--- src/hw/rtl/bsso_pkg.sv ---
// Shared types and constants for the band-limited saw/square oscillator.
// Used by the controller, datapath and top level.
// No dependencies.
package bsso_pkg;

  // Configuration port
  localparam int CFG_INDEX_BITS = 3;
  localparam int CFG_DATA_BITS  = 32;

  localparam logic [CFG_INDEX_BITS-1:0] CFG_WAVEFORM_MODE        = 3'd0;
  localparam logic [CFG_INDEX_BITS-1:0] CFG_PHASE_INCREMENT      = 3'd1;
  localparam logic [CFG_INDEX_BITS-1:0] CFG_RECIPROCAL_INCREMENT = 3'd2;
  localparam logic [CFG_INDEX_BITS-1:0] CFG_AMPLITUDE            = 3'd3;
  localparam logic [CFG_INDEX_BITS-1:0] CFG_PULSE_WIDTH          = 3'd4;

  localparam logic [31:0] PULSE_WIDTH_RESET = 32'h8000_0000;

  // Datapath widths
  localparam int Q30_BITS   = 30;   // fractional phase in Q2.30 arithmetic
  localparam int ACC_BITS   = 40;   // signed Horner accumulator, Q.30
  localparam int MUL_A_BITS = 24;   // narrow multiplier operand
  localparam int MUL_B_BITS = 32;   // wide multiplier operand
  localparam int MUL_X_BITS = 40;   // full first operand, two passes
  localparam int PROD_BITS  = 72;
  localparam int D_BITS     = 32;   // D in Q2.30
  localparam int MAG_BITS   = 33;   // clamped |y|, up to 4.0 in Q.30

  // Q.30 constants
  localparam logic signed [ACC_BITS-1:0] ONE_Q30        = 40'sd1073741824;
  localparam logic signed [ACC_BITS-1:0] TWO_Q30        = 40'sd2147483648;
  localparam logic signed [ACC_BITS-1:0] THREE_Q30      = 40'sd3221225472;
  localparam logic signed [ACC_BITS-1:0] NINE_Q30       = 40'sd9663676416;
  localparam logic signed [ACC_BITS-1:0] HALF_Q30       = 40'sd536870912;
  localparam logic signed [ACC_BITS-1:0] THIRD_Q30      = 40'sd357913941;
  localparam logic signed [ACC_BITS-1:0] TWO_THIRDS_Q30 = 40'sd715827882;
  localparam logic [ACC_BITS-1:0]        Y_LIMIT        = 40'h01_0000_0000;

  typedef struct packed {
    logic        waveform_mode;
    logic [31:0] phase_increment;
    logic [31:0] reciprocal_increment;
    logic [15:0] amplitude;
    logic [31:0] pulse_width;
  } cfg_t;

  // Transition region of the sawtooth, by phase against the increment
  typedef enum logic [1:0] {
    RGN_LOW,    // p < inc
    RGN_MID,    // inc <= p < 2*inc
    RGN_HIGH,   // 2*inc <= p < 3*inc
    RGN_RAMP    // p >= 3*inc
  } region_t;

  typedef enum logic [1:0] {
    HSTEP_FIRST,
    HSTEP_SECOND,
    HSTEP_LAST
  } hstep_t;

  typedef enum logic [1:0] {
    JOB_D,
    JOB_HORNER,
    JOB_SCALE
  } job_t;

  typedef enum logic [3:0] {
    ST_IDLE,
    ST_CLASSIFY,
    ST_MUL_LO,
    ST_MUL_HI,
    ST_TAKE_D,
    ST_H_SETUP,
    ST_TAKE_H,
    ST_OUT_SETUP,
    ST_EMIT
  } state_t;

  typedef struct packed {
    logic   advance;
    logic   classify;
    logic   mul_lo;
    logic   mul_hi;
    logic   take_d;
    logic   h_setup;
    logic   take_h;
    logic   out_setup;
    logic   emit;
    hstep_t h_step;
  } cmd_t;

  typedef struct packed {
    logic poly;       // sawtooth sample falls in a polynomial region
    logic out_busy;   // output register holds a sample not yet taken
  } sts_t;

endpackage

--- src/hw/rtl/bsso_if.sv ---
// Valid/ready channel interfaces for tick requests and sample results.
// Depends on nothing.
interface bsso_tick_if;
  logic valid;
  logic ready;
  logic tick;

  modport source (output valid, output tick, input ready);
  modport sink   (input valid, input tick, output ready);
endinterface

interface bsso_sample_if #(
  parameter int SAMPLE_BITS = 16
);
  logic                          valid;
  logic                          ready;
  logic signed [SAMPLE_BITS-1:0] sample;

  modport source (output valid, output sample, input ready);
  modport sink   (input valid, input sample, output ready);
endinterface

--- src/hw/rtl/bsso_ctrl.sv ---
// Sequencer: steps the datapath through phase update, D and three Horner
// steps (polynomial only) and output scaling. Depends on bsso_pkg.
module bsso_ctrl (
  input  logic            clk,
  input  logic            rst,
  input  logic            in_valid,
  input  logic            in_tick,
  output logic            in_ready,
  input  bsso_pkg::sts_t  sts,
  output bsso_pkg::cmd_t  cmd
);

  bsso_pkg::state_t state, state_next;
  bsso_pkg::job_t   job, job_next;
  bsso_pkg::hstep_t step, step_next;

  always_ff @(posedge clk) begin
    if (rst) begin
      state <= bsso_pkg::ST_IDLE;
      job   <= bsso_pkg::JOB_D;
      step  <= bsso_pkg::HSTEP_FIRST;
    end else begin
      state <= state_next;
      job   <= job_next;
      step  <= step_next;
    end
  end

  // Next state
  always_comb begin
    state_next = state;
    job_next   = job;
    step_next  = step;
    case (state)
      bsso_pkg::ST_IDLE: begin
        if (in_valid && in_tick) begin
          state_next = bsso_pkg::ST_CLASSIFY;
        end
      end
      bsso_pkg::ST_CLASSIFY: begin
        if (sts.poly) begin
          state_next = bsso_pkg::ST_MUL_LO;
          job_next   = bsso_pkg::JOB_D;
        end else begin
          state_next = bsso_pkg::ST_OUT_SETUP;
        end
      end
      bsso_pkg::ST_MUL_LO: state_next = bsso_pkg::ST_MUL_HI;
      bsso_pkg::ST_MUL_HI: begin
        case (job)
          bsso_pkg::JOB_D:      state_next = bsso_pkg::ST_TAKE_D;
          bsso_pkg::JOB_HORNER: state_next = bsso_pkg::ST_TAKE_H;
          default:              state_next = bsso_pkg::ST_EMIT;
        endcase
      end
      bsso_pkg::ST_TAKE_D: begin
        state_next = bsso_pkg::ST_H_SETUP;
        step_next  = bsso_pkg::HSTEP_FIRST;
      end
      bsso_pkg::ST_H_SETUP: begin
        state_next = bsso_pkg::ST_MUL_LO;
        job_next   = bsso_pkg::JOB_HORNER;
      end
      bsso_pkg::ST_TAKE_H: begin
        case (step)
          bsso_pkg::HSTEP_FIRST: begin
            state_next = bsso_pkg::ST_H_SETUP;
            step_next  = bsso_pkg::HSTEP_SECOND;
          end
          bsso_pkg::HSTEP_SECOND: begin
            state_next = bsso_pkg::ST_H_SETUP;
            step_next  = bsso_pkg::HSTEP_LAST;
          end
          default: state_next = bsso_pkg::ST_OUT_SETUP;
        endcase
      end
      bsso_pkg::ST_OUT_SETUP: begin
        state_next = bsso_pkg::ST_MUL_LO;
        job_next   = bsso_pkg::JOB_SCALE;
      end
      bsso_pkg::ST_EMIT: begin
        if (!sts.out_busy) begin
          state_next = bsso_pkg::ST_IDLE;
        end
      end
      default: state_next = bsso_pkg::ST_IDLE;
    endcase
  end

  // Outputs
  always_comb begin
    cmd        = '0;
    cmd.h_step = step;
    in_ready   = 1'b0;
    case (state)
      bsso_pkg::ST_IDLE: begin
        in_ready    = 1'b1;
        cmd.advance = in_valid && in_tick;
      end
      bsso_pkg::ST_CLASSIFY:  cmd.classify  = 1'b1;
      bsso_pkg::ST_MUL_LO:    cmd.mul_lo    = 1'b1;
      bsso_pkg::ST_MUL_HI:    cmd.mul_hi    = 1'b1;
      bsso_pkg::ST_TAKE_D:    cmd.take_d    = 1'b1;
      bsso_pkg::ST_H_SETUP:   cmd.h_setup   = 1'b1;
      bsso_pkg::ST_TAKE_H:    cmd.take_h    = 1'b1;
      bsso_pkg::ST_OUT_SETUP: cmd.out_setup = 1'b1;
      bsso_pkg::ST_EMIT:      cmd.emit      = !sts.out_busy;
      default: ;
    endcase
  end

endmodule

--- src/hw/rtl/bsso_datapath.sv ---
// Datapath: phase accumulator, region select, one shared 24x32 multiplier
// used in two passes per product, Horner accumulator and output register.
// Depends on bsso_pkg.
module bsso_datapath #(
  parameter int PHASE_BITS  = 32,
  parameter int SAMPLE_BITS = 16
) (
  input  logic                          clk,
  input  logic                          rst,
  input  bsso_pkg::cfg_t                cfg,
  input  bsso_pkg::cmd_t                cmd,
  output bsso_pkg::sts_t                sts,
  output logic                          out_valid,
  input  logic                          out_ready,
  output logic signed [SAMPLE_BITS-1:0] out_sample
);

  localparam int PB         = PHASE_BITS;
  localparam int AB         = bsso_pkg::ACC_BITS;
  localparam int AMP_BITS   = 49;                       // |y| * amplitude
  localparam int SCALE_BITS = AMP_BITS + SAMPLE_BITS - 1;
  localparam int R_BITS     = SCALE_BITS - 45;

  // ---- phase ----
  logic [PB-1:0]    phase;
  logic [PB+31:0]   inc_ext;
  logic [PB-1:0]    inc_pb;
  logic [PB:0]      phase_sum;
  logic [PB+29:0]   p_ext30;
  logic [PB+31:0]   p_ext32;
  logic [PB+29:0]   inc_ext30;
  logic [29:0]      p30;
  logic [31:0]      p32;
  logic [29:0]      t0;
  logic [PB:0]      inc2;
  logic [PB+1:0]    inc3;

  assign inc_ext   = {cfg.phase_increment, {PB{1'b0}}};
  assign inc_pb    = inc_ext[PB+31 -: PB];
  assign phase_sum = {1'b0, phase} + {1'b0, inc_pb};
  assign p_ext30   = {phase, 30'd0};
  assign p_ext32   = {phase, 32'd0};
  assign inc_ext30 = {inc_pb, 30'd0};
  assign p30       = p_ext30[PB+29 -: 30];
  assign p32       = p_ext32[PB+31 -: 32];
  assign t0        = inc_ext30[PB+29 -: 30];
  assign inc2      = {inc_pb, 1'b0};
  assign inc3      = {2'b00, inc_pb} + {1'b0, inc_pb, 1'b0};

  always_ff @(posedge clk) begin
    if (rst) begin
      phase <= '0;
    end else if (cmd.advance) begin
      if (cfg.waveform_mode) begin
        phase <= phase_sum[PB] ? '0 : phase_sum[PB-1:0];
      end else begin
        phase <= phase_sum[PB-1:0];
      end
    end
  end

  // ---- region and constants ----
  bsso_pkg::region_t region, region_r;
  logic signed [AB-1:0] t2, dc, ramp_val, c0, k_val;

  always_comb begin
    if ({2'b00, phase} >= inc3) begin
      region = bsso_pkg::RGN_RAMP;
    end else if ({1'b0, phase} >= inc2) begin
      region = bsso_pkg::RGN_HIGH;
    end else if (phase >= inc_pb) begin
      region = bsso_pkg::RGN_MID;
    end else begin
      region = bsso_pkg::RGN_LOW;
    end
  end

  assign t2       = {9'd0, t0, 1'b0};
  assign dc       = bsso_pkg::ONE_Q30 + $signed({10'd0, t0}) + t2;
  assign ramp_val = $signed({9'd0, p30, 1'b0}) - dc;

  always_comb begin
    case (region)
      bsso_pkg::RGN_MID: c0 = bsso_pkg::TWO_THIRDS_Q30;
      default:           c0 = -bsso_pkg::THIRD_Q30;
    endcase
  end

  // Additive term of each Horner step
  always_comb begin
    k_val = '0;
    case (region_r)
      bsso_pkg::RGN_HIGH: begin
        case (cmd.h_step)
          bsso_pkg::HSTEP_FIRST:  k_val = bsso_pkg::THREE_Q30;
          bsso_pkg::HSTEP_SECOND: k_val = t2 - bsso_pkg::NINE_Q30;
          default:                k_val = bsso_pkg::NINE_Q30 - dc;
        endcase
      end
      bsso_pkg::RGN_MID: begin
        case (cmd.h_step)
          bsso_pkg::HSTEP_FIRST:  k_val = -bsso_pkg::THREE_Q30;
          bsso_pkg::HSTEP_SECOND: k_val = t2 + bsso_pkg::THREE_Q30;
          default:                k_val = bsso_pkg::ONE_Q30 - dc;
        endcase
      end
      default: begin
        case (cmd.h_step)
          bsso_pkg::HSTEP_FIRST:  k_val = '0;
          bsso_pkg::HSTEP_SECOND: k_val = t2;
          default:                k_val = bsso_pkg::TWO_Q30 - dc;
        endcase
      end
    endcase
  end

  assign sts.poly = !cfg.waveform_mode && (region != bsso_pkg::RGN_RAMP);

  // ---- shared multiplier ----
  logic [bsso_pkg::MUL_X_BITS-1:0]                      mul_x;
  logic                                                 mul_neg;
  logic [bsso_pkg::MUL_B_BITS-1:0]                      mul_y;
  logic [bsso_pkg::MUL_A_BITS-1:0]                      mul_a;
  logic [bsso_pkg::MUL_A_BITS+bsso_pkg::MUL_B_BITS-1:0] mul_p;
  logic [bsso_pkg::PROD_BITS-1:0]                       prod;

  assign mul_a = cmd.mul_hi ? {8'd0, mul_x[39:24]} : mul_x[23:0];
  assign mul_p = mul_a * mul_y;

  // ---- accumulator ----
  logic signed [AB-1:0]          acc;
  logic [AB-1:0]                 acc_mag;
  logic [bsso_pkg::MAG_BITS-1:0] out_mag;
  logic [bsso_pkg::D_BITS-1:0]   d_val, d_r;
  logic [AB-1:0]                 h_term;

  assign acc_mag = acc[AB-1] ? AB'(-acc) : AB'(acc);
  assign out_mag = (acc_mag > bsso_pkg::Y_LIMIT) ? bsso_pkg::Y_LIMIT[32:0] : acc_mag[32:0];
  assign d_val   = (|prod[71:48]) ? '1 : prod[47:16];
  assign h_term  = prod[69:30];

  always_ff @(posedge clk) begin
    if (cmd.classify) begin
      region_r <= region;
      mul_x    <= {10'd0, p30};
      mul_neg  <= 1'b0;
      mul_y    <= cfg.reciprocal_increment;
      if (cfg.waveform_mode) begin
        acc <= (p32 >= cfg.pulse_width) ? bsso_pkg::HALF_Q30 : '0;
      end else if (region == bsso_pkg::RGN_RAMP) begin
        acc <= ramp_val;
      end else begin
        acc <= c0;
      end
    end
    if (cmd.mul_lo) begin
      prod <= {16'd0, mul_p};
    end
    if (cmd.mul_hi) begin
      prod <= prod + {mul_p[47:0], 24'd0};
    end
    if (cmd.take_d) begin
      d_r <= d_val;
    end
    if (cmd.h_setup) begin
      mul_x   <= acc_mag;
      mul_neg <= acc[AB-1];
      mul_y   <= d_r;
    end
    if (cmd.take_h) begin
      // truncation toward zero: subtract the magnitude for a negative factor
      acc <= mul_neg ? (k_val - $signed(h_term)) : (k_val + $signed(h_term));
    end
    if (cmd.out_setup) begin
      mul_x   <= {7'd0, out_mag};
      mul_neg <= acc[AB-1];
      mul_y   <= {16'd0, cfg.amplitude};
    end
  end

  // ---- output scaling: (P << (S-1)) - P is P times full scale ----
  logic [AMP_BITS-1:0]          amp_prod;
  logic [SCALE_BITS-1:0]        scaled;
  logic [R_BITS-1:0]            r_val, r_neg, pos_max, neg_max;
  logic [SAMPLE_BITS-1:0]       sample_next;

  assign amp_prod = prod[AMP_BITS-1:0];
  assign scaled   = {amp_prod, {(SAMPLE_BITS-1){1'b0}}} - SCALE_BITS'(amp_prod);
  assign r_val    = scaled[SCALE_BITS-1:45];
  assign r_neg    = -r_val;
  assign pos_max  = {4'd0, {(SAMPLE_BITS-1){1'b1}}};
  assign neg_max  = {3'd0, 1'b1, {(SAMPLE_BITS-1){1'b0}}};

  always_comb begin
    if (mul_neg) begin
      sample_next = (r_val > neg_max) ? neg_max[SAMPLE_BITS-1:0] : r_neg[SAMPLE_BITS-1:0];
    end else begin
      sample_next = (r_val > pos_max) ? pos_max[SAMPLE_BITS-1:0] : r_val[SAMPLE_BITS-1:0];
    end
  end

  always_ff @(posedge clk) begin
    if (rst) begin
      out_valid <= 1'b0;
    end else if (cmd.emit) begin
      out_valid <= 1'b1;
    end else if (out_ready) begin
      out_valid <= 1'b0;
    end
  end

  always_ff @(posedge clk) begin
    if (cmd.emit) begin
      out_sample <= $signed(sample_next);
    end
  end

  assign sts.out_busy = out_valid && !out_ready;

endmodule

--- src/hw/rtl/bandlimited_saw_square_oscillator_core.sv ---
// Top level of the band-limited sawtooth / square oscillator.
// Depends on bsso_pkg, bsso_if, bsso_ctrl and bsso_datapath.

// Each tick request advances a phase accumulator by phase_increment and
// yields one signed sample. Sawtooth mode (waveform_mode 0) wraps the phase
// and, within three increments of the wrap, replaces the ramp by a cubic in
// D = phase * reciprocal_increment, which keeps aliasing down; square mode
// resets the phase on overflow and outputs one half at or above pulse_width,
// else zero. The value is scaled by amplitude (Q1.15) times full scale and
// saturated. A tick request of zero is taken and produces no sample.
// Square mode and the plain ramp need only the gain product; in the
// transition region the single 24x32 multiplier, which needs two passes per
// product, forms one product for D, three for the Horner chain and one for
// the gain. The tick side is ready only while the sequencer is idle; a
// finished sample sits in the output register and the next tick is taken
// while it waits. Config writes are meant for when no request is in flight.
module bandlimited_saw_square_oscillator_core #(
  parameter int PHASE_BITS  = 32,
  parameter int SAMPLE_BITS = 16
) (
  input  logic                                  clk,
  input  logic                                  rst,
  input  logic                                  cfg_we,
  input  logic [bsso_pkg::CFG_INDEX_BITS-1:0]   cfg_index,
  input  logic [bsso_pkg::CFG_DATA_BITS-1:0]    cfg_data,
  bsso_tick_if.sink                             tick_chan,
  bsso_sample_if.source                         sample_chan
);

  bsso_pkg::cfg_t cfg;
  bsso_pkg::cmd_t cmd;
  bsso_pkg::sts_t sts;

  // Configuration registers; out-of-range indexes are dropped.
  always_ff @(posedge clk) begin
    if (rst) begin
      cfg.waveform_mode        <= 1'b0;
      cfg.phase_increment      <= '0;
      cfg.reciprocal_increment <= '0;
      cfg.amplitude            <= '0;
      cfg.pulse_width          <= bsso_pkg::PULSE_WIDTH_RESET;
    end else if (cfg_we) begin
      case (cfg_index)
        bsso_pkg::CFG_WAVEFORM_MODE:        cfg.waveform_mode        <= cfg_data[0];
        bsso_pkg::CFG_PHASE_INCREMENT:      cfg.phase_increment      <= cfg_data[31:0];
        bsso_pkg::CFG_RECIPROCAL_INCREMENT: cfg.reciprocal_increment <= cfg_data[31:0];
        bsso_pkg::CFG_AMPLITUDE:            cfg.amplitude            <= cfg_data[15:0];
        bsso_pkg::CFG_PULSE_WIDTH:          cfg.pulse_width          <= cfg_data[31:0];
        default: ;
      endcase
    end
  end

  // Sequencer, one request at a time: classify, D/Horner if poly, scale.
  bsso_ctrl u_ctrl (
    .clk      (clk),
    .rst      (rst),
    .in_valid (tick_chan.valid),
    .in_tick  (tick_chan.tick),
    .in_ready (tick_chan.ready),
    .sts      (sts),
    .cmd      (cmd)
  );

  // Arithmetic and the output register.
  bsso_datapath #(
    .PHASE_BITS  (PHASE_BITS),
    .SAMPLE_BITS (SAMPLE_BITS)
  ) u_datapath (
    .clk        (clk),
    .rst        (rst),
    .cfg        (cfg),
    .cmd        (cmd),
    .sts        (sts),
    .out_valid  (sample_chan.valid),
    .out_ready  (sample_chan.ready),
    .out_sample (sample_chan.sample)
  );

endmodule
--- src/flat_wrapper.sv ---
// flat-port wrapper written by rule: the top's interface ports become plain ports
module bandlimited_saw_square_oscillator_core_flat 
#(
  parameter int PHASE_BITS  = 32,
  parameter int SAMPLE_BITS = 16
)
  (clk, rst, cfg_we, cfg_index, cfg_data, tick_chan_valid, tick_chan_tick, tick_chan_ready, sample_chan_valid, sample_chan_sample, sample_chan_ready);
  bsso_tick_if tick_chan_i ();
  bsso_sample_if #(.SAMPLE_BITS(SAMPLE_BITS)) sample_chan_i ();
  input  logic clk;
  input  logic rst;
  input  logic cfg_we;
  input  logic [bsso_pkg::CFG_INDEX_BITS-1:0] cfg_index;
  input  logic [bsso_pkg::CFG_DATA_BITS-1:0] cfg_data;
  input wire logic [$bits(tick_chan_i.valid)-1:0] tick_chan_valid;
  input wire logic [$bits(tick_chan_i.tick)-1:0] tick_chan_tick;
  output wire logic [$bits(tick_chan_i.ready)-1:0] tick_chan_ready;
  output wire logic [$bits(sample_chan_i.valid)-1:0] sample_chan_valid;
  output wire logic [$bits(sample_chan_i.sample)-1:0] sample_chan_sample;
  input wire logic [$bits(sample_chan_i.ready)-1:0] sample_chan_ready;
  assign tick_chan_i.valid = tick_chan_valid;
  assign tick_chan_i.tick = tick_chan_tick;
  assign tick_chan_ready = tick_chan_i.ready;
  assign sample_chan_valid = sample_chan_i.valid;
  assign sample_chan_sample = sample_chan_i.sample;
  assign sample_chan_i.ready = sample_chan_ready;
  bandlimited_saw_square_oscillator_core #(.PHASE_BITS(PHASE_BITS), .SAMPLE_BITS(SAMPLE_BITS)) u_core (.clk(clk), .rst(rst), .cfg_we(cfg_we), .cfg_index(cfg_index), .cfg_data(cfg_data), .tick_chan(tick_chan_i), .sample_chan(sample_chan_i));
endmodule
--- config.mk ---
export PLATFORM = sky130hd
export DESIGN_NAME = bandlimited_saw_square_oscillator_core_flat
export DESIGN_NICKNAME = d
export VERILOG_FILES = /design/src/hw/rtl/bsso_pkg.sv /design/src/hw/rtl/bsso_if.sv /design/src/hw/rtl/bsso_ctrl.sv /design/src/hw/rtl/bsso_datapath.sv /design/src/hw/rtl/bandlimited_saw_square_oscillator_core.sv /design/src/flat_wrapper.sv
export SDC_FILE = /design/constraint.sdc
export NUM_CORES = 2
export LEC_CHECK = 0
export ABC_AREA = 1
export BUFFER_PORTS_ARGS = -buffer_cell sky130_fd_sc_hd__buf_2
export CORE_UTILIZATION = 50
export DETAILED_ROUTE_END_ITERATION = 10
export PLACE_DENSITY = 0.7
export SLEW_MARGIN = 40
export SYNTH_ARGS = -nofsm -noshare
export SYNTH_HDL_FRONTEND = slang
export SYNTH_HIERARCHICAL = 1
export SYNTH_SLANG_ARGS = --single-unit
--- constraint.sdc ---
create_clock -name clk -period 14.7 [get_ports clk]
set_input_delay 0.735 -clock clk [delete_from_list [all_inputs] [get_ports clk]]
set_output_delay 0.735 -clock clk [all_outputs]
set_load 0.05 [all_outputs]
==> metrics.txt <==
reg2reg path depth=39; Worst Hold Endpoint=u_core/cfg[31]$_SDFFE_PP1P_; status=completed; core area=122000 um^2; Hold Fails Final Rpt=0; max incr delay on CP=slightly above 700 ps; Port Buffers=58; clk sink count=about 390; final slew viol count=0; WP data arrival=~12000 ps; critical path endpoint category=register; Worst slew margin=0.374; Tmin final=11860 ps; worst r2r dst=u_core/u_datapath/prod[67]$_SDFFCE_PN0P_; Syn Inst Count=8718; worst hold stages=3; first-pass GRT wire length=~360000 um; die area=125000 um^2; Die W=353 um; max_cap viols=0; dominant synthesized flop cell=edfxtp_1; root buf cell=clkbuf_16; flop and latch count out of synthesis=389; CTS clk-pin slew, worst paths=about 70 ps; drt pass-1 iters=6; Top-Level Pins=just under 60; total number of vias=59349; r2r setup slk=2840 ps; syn_area_per_cell=slightly above 7 um^2; initial antenna violation count=13; Vias/cell=5.75; Synth Net Count=9953; largest fanout on the critical path=a little over 60; DRT antenna net count=0; WP data required=~15000 ps; simple-gate share of the synthesized area=0.257; Crit path top cell by count=inv_1; height of the chip=353 um; Synth Area in XOR/XNOR=0.0362; initial drt markers=6839; number of global-route vias before repair=58005; Top delay family on crit path=adder cells; CTS tree=yes; Initial Util=0.505; FMAX=84.3 MHz; Post-Place Cells=10231; post-synthesis mux area share=0.000162; number of diodes=0; Post-CTS Resized=0; largest family of logic cells by synthesized area=adder cells; non-filler cells in the finished layout=10322; RSZ-0062 raised after global routing=false; num rows=128; DR WL/cell=23.6 um; Worst-Margin Slew=937 ps; crit path launch type=register; Hold Crit Class=input pin to register; Setup-failing EPs final=0; Worst-Skew Late Latency=660 ps; cts bufs inserted=49; complex-gate fraction of the synthesized area=0.104; Post-CTS Hold Buffers=0; DP Wirelength=200000 um; layout cells sized above 1=0.0498; Total Wirelength=244000 um; Synth async-reset ratio=0; post-layout net count=9892; Area Overhead vs Synth=5.95%; Post-synth EDFFs=212; H-tree Lvls=2; Post-CTS Setup Inserts=0; hold_sp=cfg_data[31]; Syn Std Cell Area=about 62000 um^2; Final Cycle Share=0.807; Post-route DRC=0; clock buffer depth=3; yosys warns=6; Overflow after GRT=0; sequential area share after synthesis=0.160; Placer Congestion=roughly 1.0; Crit path buffers/inverters=12; library cells used by synthesis=80; pin count of the biggest net entering global routing=113; Total Routing Usage GR=0.389; clock skew=~55 ps; Crit-path slowest cell=fa_1; Setup Crit Path Kind=register to register; Synth Area in Adders=0.323; Worst R2R Start=u_core/u_ctrl/state[0]$_SDFFE_PP0P_; final setup TNS=0 ps
==> metal layers <==
| layer | global-route usage | part of all wire | vias to the layer above |
|---|---|---|---|
| li1 | - | - | 27164 |
| met3 | 0.0957 | 0.11 | 536 |
| met1 | 0.536 | 0.42 | 28571 |
| met4 | 0.161 | 0.049 | 14 |
| met5 | 0 | 0.00038 | - |
| met2 | 0.580 | 0.42 | 3064 |
==> cells in the final DEF (no fill, tap or decap), types with 9 or more instances in the layout <==
master     instances
nand2_1         1865
inv_1           1628
nor2_1          1174
fa_1             663
ha_1             531
a21oi_1          506
nand3_1          391
o21ai_0          337
edfxtp_1         212
xor2_1           173
dfxtp_1          172
nand4_1          104
nor3_1            80
xnor2_1           77
buf_4             73
buf_2             58
a31oi_1           55
clkbuf_16         50
nand2_2           41
inv_2             33
nor2_2            30
or2_2             28
o211ai_1          27
a22oi_1           27
clkinv_1          26
nor4_1            26
o21bai_1          24
a21o_1            22
o21ai_1           20
o21a_1            20
nor2_4            14
a211oi_1          11
o21ai_2           11
a21boi_0          10
a32oi_1           10
nand3_2            9
==> Yosys cell counts (36+ instances only) <==
cell      instances  area [um^2]
a21oi_1         506         2530
a31oi_1          55          344
buf_2            36          180
clkbuf_1        169          634
dfxtp_1         177         3540
edfxtp_1        212         6370
fa_1            663        13300
ha_1            531         6640
inv_1          1637         6140
nand2_1        1867         7010
nand2_2          39          244
nand3_1         391         1960
nand4_1         104          651
nor2_1         1182         4440
nor3_1           80          400
o21ai_0         339         1700
xnor2_1          77          674
xor2_1          173         1520
==> layout make-up <==
type / count / area [um^2]
Timing Repair Buffer: 135 / 887
Inverter: 1683 / 6320
Tap cell: 1625 / 2030
Clock buffer: 54 / 1290
Sequential cell: 389 / 9920
Clock inverter: 37 / 427
Fill cell: 12173 / 56800
Multi-Input combinational cell: 6399 / 44600
==> cells by family after synthesis <==
logic type,Yosys count
multiplexers,1
adder cells (fa/ha/maj),1194
buffers and inverters,1930
AND/OR/NAND/NOR,3811
flip-flops,389
XOR/XNOR,253
AO/OA/AOI/OAI,1140
==> worst max path at each step <==
stage	start	to	cells after the start
detailed placement	u_core/u_ctrl/state[0]$_SDFFE_PP0P_	u_core/u_datapath/prod[67]$_SDFFCE_PN0P_	39
CTS	u_core/u_ctrl/state[0]$_SDFFE_PP0P_	u_core/u_datapath/prod[67]$_SDFFCE_PN0P_	39
finish	u_core/u_ctrl/state[0]$_SDFFE_PP0P_	u_core/u_datapath/prod[67]$_SDFFCE_PN0P_	39
global route	u_core/u_ctrl/state[0]$_SDFFE_PP0P_	u_core/u_datapath/prod[71]$_SDFFCE_PN0P_	39
global placement	u_core/u_ctrl/state[0]$_SDFFE_PP0P_	u_core/u_datapath/prod[67]$_SDFFCE_PN0P_	39
floorplan	u_core/u_ctrl/state[0]$_SDFFE_PP0P_	u_core/u_datapath/prod[71]$_SDFFCE_PN0P_	43
==> registers in the layout, indices dropped and copies added (netlist names), 2 cells and up <==
| name | flops |
|---|---|
| u_core/u_ctrl/job | 2 |
| u_core/u_datapath/p32 | 32 |
| u_core/u_datapath/mul_x | 40 |
| u_core/u_ctrl/step | 2 |
| u_core/u_datapath/out_sample | 16 |
| u_core/u_ctrl/state | 4 |
| u_core/u_datapath/d_r | 32 |
| u_core/u_datapath/mul_y | 32 |
| u_core/u_datapath/acc | 40 |
| u_core/u_datapath/prod | 72 |
| u_core/cfg | 113 |
| u_core/u_datapath/region_r | 2 |
==> through the flow <==
step                hold WS, ps  setup WS, ps  utilization  instance area [um^2]
floorplan                   439          5560            -                 61800
CTS                         295          2950        0.535                 65400
global placement            462          3010        0.521                 63600
global route                325          2480        0.535                 65400
detailed placement          473          3020        0.521                 63700
finish                      328          2840        0.535                 65400
==> tightest hold or removal path, stage by stage <==
cell and delay [ps]:
buf_2 100, nand2_1 60, nand3_1 70
Power is not shown: default switching activity piles up to over one toggle a cycle in this logic, so the estimate is an artifact.
